File: src/rvwap_pkg.sv
// Shared types and constants for the rolling VWAP band core.
`default_nettype none
package rvwap_pkg;
    localparam int unsigned RING_DEPTH = 256;
    localparam int unsigned RING_AW    = 8;
    localparam int unsigned CNT_W      = 9;
    localparam int unsigned PRICE_W    = 24;
    localparam int unsigned VOL_W      = 24;
    localparam int unsigned TP_W       = 32;
    localparam int unsigned PSUM_W     = 26;
    localparam int unsigned WSUM_W     = 64;
    localparam int unsigned VSUM_W     = 32;
    localparam int unsigned ACC_W      = 96;
    localparam int unsigned BAND_W     = 35;
    localparam int unsigned IN_DATA_W  = 96;
    localparam int unsigned OUT_DATA_W = 248;
    localparam int unsigned ENTRY_W    = TP_W + VOL_W;

    localparam logic [CNT_W-1:0] WIN_RESET = 9'd20;
    localparam logic [CNT_W-1:0] WIN_MAX   = 9'd256;
    localparam logic [CNT_W-1:0] DIV_LAST  = 9'd63;

    // floor(256*s/3) = 85*s + floor(s/3); floor(s/3) by reciprocal for s < 2^26
    localparam logic [33:0] TP_MUL     = 34'd85;
    localparam logic [26:0] DIV3_MUL   = 27'd89478486;
    localparam int unsigned DIV3_SHIFT = 28;

    typedef struct packed {
        logic              start;
        logic [TP_W-1:0]   tp;
        logic [VOL_W-1:0]  vol;
    } t_item;

    typedef struct packed {
        logic full;
        logic empty;
    } t_q_stat;
endpackage
`default_nettype wire

File: src/rvwap_fifo.sv
// Two-entry queue between front end and back end.
`default_nettype none
module rvwap_fifo (
    input  logic               i_clk,
    input  logic               i_rst_n,
    input  logic               i_push,
    input  rvwap_pkg::t_item   i_item,
    input  logic               i_pop,
    output rvwap_pkg::t_item   o_item,
    output rvwap_pkg::t_q_stat o_stat
);
    import rvwap_pkg::*;

    t_item      r_mem [2];
    logic       r_wp;
    logic       r_rp;
    logic [1:0] r_cnt;

    always_ff @(posedge i_clk) begin
        if (!i_rst_n) begin
            r_wp  <= 1'b0;
            r_rp  <= 1'b0;
            r_cnt <= 2'd0;
        end else begin
            if (i_push) begin
                r_mem[r_wp] <= i_item;
                r_wp        <= !r_wp;
            end
            if (i_pop) begin
                r_rp <= !r_rp;
            end
            if (i_push && !i_pop) begin
                r_cnt <= r_cnt + 2'd1;
            end else if (!i_push && i_pop) begin
                r_cnt <= r_cnt - 2'd1;
            end
        end
    end

    assign o_item       = r_mem[r_rp];
    assign o_stat.full  = (r_cnt == 2'd2);
    assign o_stat.empty = (r_cnt == 2'd0);
endmodule
`default_nettype wire

File: config.mk
export PLATFORM = sky130hd
export DESIGN_NAME = rvwap_fifo
export DESIGN_NICKNAME = d
export VERILOG_FILES = /design/src/rvwap_pkg.sv /design/src/rvwap_fifo.sv
export SDC_FILE = /design/constraint.sdc
export NUM_CORES = 1
export LEC_CHECK = 0
export ABC_AREA = 1
export BUFFER_PORTS_ARGS = -buffer_cell sky130_fd_sc_hd__buf_4
export CAP_MARGIN = 40
export CORE_MARGIN = 2
export CORE_UTILIZATION = 52
export CTS_BUF_LIST = sky130_fd_sc_hd__clkbuf_16
export CTS_CLUSTER_DIAMETER = 100
export DETAILED_ROUTE_END_ITERATION = 10
export PLACE_DENSITY = 0.91
export SLEW_MARGIN = 20
export SYNTH_ARGS = -nofsm -noshare
export SYNTH_HDL_FRONTEND = slang
export SYNTH_SLANG_ARGS = --single-unit
File: constraint.sdc
create_clock -name i_clk -period 6.3 [get_ports i_clk]
set_input_delay 1.26 -clock i_clk [delete_from_list [all_inputs] [get_ports i_clk]]
set_output_delay 1.26 -clock i_clk [all_outputs]
set_load 0.01 [all_outputs]
# [Word level (Yosys, flattened, before mapping)]
# Memory sizes are Yosys's and may differ from the RTL's. A register that Yosys moved wholly into a read port is not among the register bits.
# Index checks and enable logic that the tools add are counted.
[word_totals] n_memories=1 elab_cells=22 ram_bits=114 regBits=4
[classes] reduce_logical=8 n_eq_ne=1 n_mux=7 add_sub_neg=2
[memory_table] memory="r_mem" words=2 word_bits=57 read_ports=1 rd_clocked_by_memory_dff=1 wr=1 line_no="rvwap_fifo.sv:14" source="t_item r_mem [2];"
[ops] cell="1-bit two-way mux" count=5
[ops] cell="1-bit logical NOT" count=4
[ops] cell="2-bit two-way mux" count=2
[ops] cell="2-bit by 1-bit adder with 2-bit output, second input constant" count=1
[ops] cell="2-bit == test, second input constant" count=1
[ops] cell="1-bit logical AND" count=2
[ops] cell="2-bit logical NOT" count=1
[ops] cell="2-bit nonzero test" count=1
[ops] cell="2-bit by 1-bit subtractor with 2-bit output, second input constant" count=1

# [Logic depth before layout (Yosys ltp)]
[logic_depth] word_depth=4 mapped_depth=8

# [Least setup slack after synthesis]
# No wires, ideal clock.
[synth_timing] kind="input -> register" start="input i_rst_n" end="memory r_mem[1][0] (netlist name), enable pin" path_slack_ns=0.553 cell_stages=2 required_time_ns=5.758 n_path_buf=0 arrival_ns=5.205 cell_sequence="inv_1 nor3_1"
[synth_via] elab_chain_len=2
[synth_rtl] element="start, declared" line_no="rvwap_fifo.sv:5" source="input logic i_rst_n,"
[synth_rtl] element="1-bit two-way mux" line_no="rvwap_fifo.sv:20" source="if (!i_rst_n) begin"
[synth_rtl] element="1-bit two-way mux (not written as such)" line_no="rvwap_fifo.sv:26" source="r_mem[r_wp] <= i_item;"
[synth_rtl] element="end, declared" line_no="rvwap_fifo.sv:14"
# Every way passes these cells.

==> metrics.csv <==
stage,metric,value,unit
sta,Highest Clock Rate,327,MHz
final_layout,fraction of layout instances using a drive strength above 1,58.9,%
floorplan,area of the die,9340,um2
global_routing,overflow left after global routing,0,
critical_path,Reg2Reg Launch Point,r_wp$_SDFFE_PN0P_,
cts,level count of the clock H-tree,4,
drt,DRC violations left,0,
cts,CTS Sinks,119,
final_layout,Syn-to-layout area delta,35.3,%
drt,total via count after detailed routing,2274,
sta,aggregate negative setup slack,0,ps
sta,setup violation total in the final timing report,0,
synthesis,number of synthesized register bits,119,
synthesis,Avg Inst Size Synth,21.2,um2
worst_hold_path,instance count along the most critical hold path,2,
power_and_ir_drop,Peak supply drop,0.000211,V
sta,Tightest Pin Transition,706,ps
synthesis,number of warnings issued by yosys,0,
placed_design,count of input and output buffers,119,
drt,drt wl/cell,16.0,um
floorplan,number of placement rows,33,
sta,fraction of the cycle the final worst path needs,48.6,%
critical_path,CP arrival,1800,ps
sta,relative slew slack,52.8,%
floorplan,area of the core,8260,um2
worst_hold_path,Tightest Hold Check Type,reg -> reg,
floorplan,effective utilization at floorplan,54.1,%
sta,Final min period,3060,ps
power_and_ir_drop,"sum of internal, switching and leakage power",0.00198,W
critical_path,CP Capture Type,output port,
drt,number of nets still failing antenna checks after routing,0,
global_routing,number of antenna violations at the first check in global routing,0,
synthesis,"area leader, netlist",sky130_fd_sc_hd__edfxtp_1,
placed_design,gp weighted congestion,0.698,
worst_hold_path,Worst Hold Path EP,r_wp$_SDFFE_PN0P_,
drt,drt total wl,7.44,mm
synthesis,summed instance area of the synthesized netlist,4460,um2
critical_path,startpoint type of the worst setup path,flip-flop,
critical_path,class of the most critical setup path,reg -> out,
critical_path,CP Data Required Time,5040,ps
drt,per-cell via count in the routed design,4.89,
run,maxcap violations,0,
power_and_ir_drop,Sw Ratio,20.0,%
final_layout,Inserted Diodes,0,
cts,Post-CTS Hold Buffers,0,
power_and_ir_drop,power per cell area,327,nW/um2
synthesis,cell count after synthesis,211,
outcome,result of the run,completed,
sta,unrepaired setup endpoints after global routing,no,
floorplan,die boundary height,96.7,um
synthesis,total nets after synthesis,273,
global_routing,via count of the first global-routing pass,2376,
synthesis,Yosys top cell area share,76.7,%
cts,TritonCTS clock tree,built,
drt,initial detailed-routing violation count,82,
drt,first drt pass iteration count,4,
critical_path,delay of the slowest cell on the worst path,570,ps
synthesis,leading post-synthesis cells by cell area,"sky130_fd_sc_hd__edfxtp_1 (77%), sky130_fd_sc_hd__mux2_4 (10%), sky130_fd_sc_hd__mux2_2 (6.8%)",
cts,Post CTS Setup Buffer Count,0,
floorplan,I/O Pins,120,
critical_path,CP max stage cell,sky130_fd_sc_hd__dfxtp_4,
placed_design,HPWL after detailed placement,5.11,mm
critical_path,Crit Path Max Fanout,35,
cts,post-cts gate resize count,0,
power_and_ir_drop,Psw,0.000395,W
critical_path,logic depth of the worst register-to-register path,4,
power_and_ir_drop,cell internal power dissipation,0.00158,W
global_routing,maximum number of pins on one net before global-route repair,38,
floorplan,width of the chip,96.7,um
global_routing,GRT Total Usage,16.6,%
cts,root cell of the clock tree,sky130_fd_sc_hd__clkbuf_16,
cts,maximum buffer depth of the clock tree,2,
critical_path,"critical path, cell by cell",buf_12 -> mux2_2 -> buf_4,
synthesis,register area share after synthesis,78.9,%
worst_hold_path,Hold Crit Start,r_wp$_SDFFE_PN0P_,
cts,TritonCTS Buffers,17,
power_and_ir_drop,clock share of power,44.0,%
cts,CTS clock-pin slew for the worst setup and hold paths,50,ps
critical_path,end of the worst register-to-register path,r_mem[0][51]$_DFFE_PP_,
cts,later-pin clock latency in the skew report,390,ps
sta,number of hold-slack violations in the final timing report,0,
global_routing,wire length of the first global-routing pass,11.8,mm
sta,final worst clock skew,7.48,ps
critical_path,reg-to-reg setup timing slack,4360,ps
final_layout,final layout net count,409,
power_and_ir_drop,share of total power in combinational logic,9.7,%
power_and_ir_drop,part of the power in registers,46.3,%
power_and_ir_drop,leakage power summed over all cells,2.38,nW
synthesis,number of distinct library cell variants in the gate-level netlist after synthesis,16,
sta,"Slew Viols, Final",0,
registers in the layout, summed over array words and instances (netlist names), named ones only:
register / flops
r_cnt: 2
r_mem: 114
r_rp: 1
r_wp: 1
layer usage:
layer / share of wire (%) / vias up / track usage (%)
met3: 6.1 / 7 / 6.14
met1: 39 / 1097 / 18.4
li1: - / 1087 / -
met2: 54 / 83 / 29.0
met4: 0.86 / 0 / 6.50
met5: 0 / - / 0
cell usage in the layout (no fill, tap or decap), drive strengths merged:
| master | count |
|---|---|
| xnor2 | 1 |
| clkinvlp | 1 |
| nand3 | 1 |
| bufinv | 2 |
| dfxtp | 5 |
| a21oi | 2 |
| clkbuf | 17 |
| inv | 12 |
| mux2 | 57 |
| nand2 | 6 |
| nor2 | 6 |
| edfxtp | 114 |
| o21ai | 1 |
| nor3 | 1 |
| clkinv | 9 |
| buf | 123 |
| nand4 | 1 |
| ha | 1 |
per-stage QoR:
step	cells	utilization (%)	area [um2]	hold WS, ps	setup WS (ps)
final	465	73.2	6040	482	3240
after global routing	465	73.2	6040	509	3150
after CTS	465	73.2	6040	481	3190
after detailed placement	433	66.5	5490	473	3320
after global placement	432	66.3	5470	454	3380
after floorplan	211	-	4460	443	553
cell usage after synthesis:
master	instances
sky130_fd_sc_hd__buf_6	4
sky130_fd_sc_hd__dfxtp_1	5
sky130_fd_sc_hd__nor2_1	6
sky130_fd_sc_hd__mux2_4	30
sky130_fd_sc_hd__nand3_1	1
sky130_fd_sc_hd__mux2_2	27
sky130_fd_sc_hd__nand2_1	6
sky130_fd_sc_hd__o21ai_0	1
sky130_fd_sc_hd__buf_2	2
sky130_fd_sc_hd__xnor2_1	1
sky130_fd_sc_hd__inv_1	9
sky130_fd_sc_hd__a21oi_1	2
sky130_fd_sc_hd__nand4_1	1
sky130_fd_sc_hd__ha_1	1
sky130_fd_sc_hd__nor3_1	1
sky130_fd_sc_hd__edfxtp_1	114
kinds of logic after synthesis:
logic type | after synthesis | synth area share, %
mux | 57 | 16.9
compound gates | 3 | 0.336
flops | 119 | 78.9
simple gates | 15 | 1.37
xor+xnor | 1 | 0.196
fa+ha+maj | 1 | 0.280
buf+inv | 15 | 1.99
worst max path at each step:
| stage | cells after the start | slack (ps) | to | start |
|---|---|---|---|---|
| floorplan | 2 | 550 | r_mem[1][0]$_DFFE_PP_ | i_rst_n |
| global placement | 4 | 3380 | r_mem[0][40]$_DFFE_PP_ | i_rst_n |
| detailed placement | 4 | 3320 | r_mem[0][41]$_DFFE_PP_ | i_rst_n |
| CTS | 3 | 3190 | o_item[56] | flip-flop |
| global route | 3 | 3150 | o_item[52] | flip-flop |
| finish | 3 | 3240 | o_item[52] | flip-flop |
layout make-up:
cell class	count	area, um2
clock buffers	17	425
clock inverters	15	124
fillers	523	2220
inverters	9	33.8
multi-input cells	77	865
flip-flops and latches	119	3530
well taps	105	131
repair buffers	123	936
worst max-delay path, delay by kind of cell, from the launching register on:
family	cells	cell delay (ps)
flip-flops	1	570
multiplexers	1	380
buffers and inverters	2	440
power by group through the flow:
stage / Combinational (W) / Sequential [W] / Clock (W)
4_1_cts: 0.000195 / 0.000915 / 0.000888
3_3_place_gp: 0.000178 / 0.000938 / 0
6_report: 0.000192 / 0.000914 / 0.000870
3_5_place_dp: 0.000194 / 0.000930 / 0
5_1_grt: 0.000206 / 0.000916 / 0.000927
2_1_floorplan: 0.000106 / 0.000923 / 0
Power figures use the tool's default switching activity.
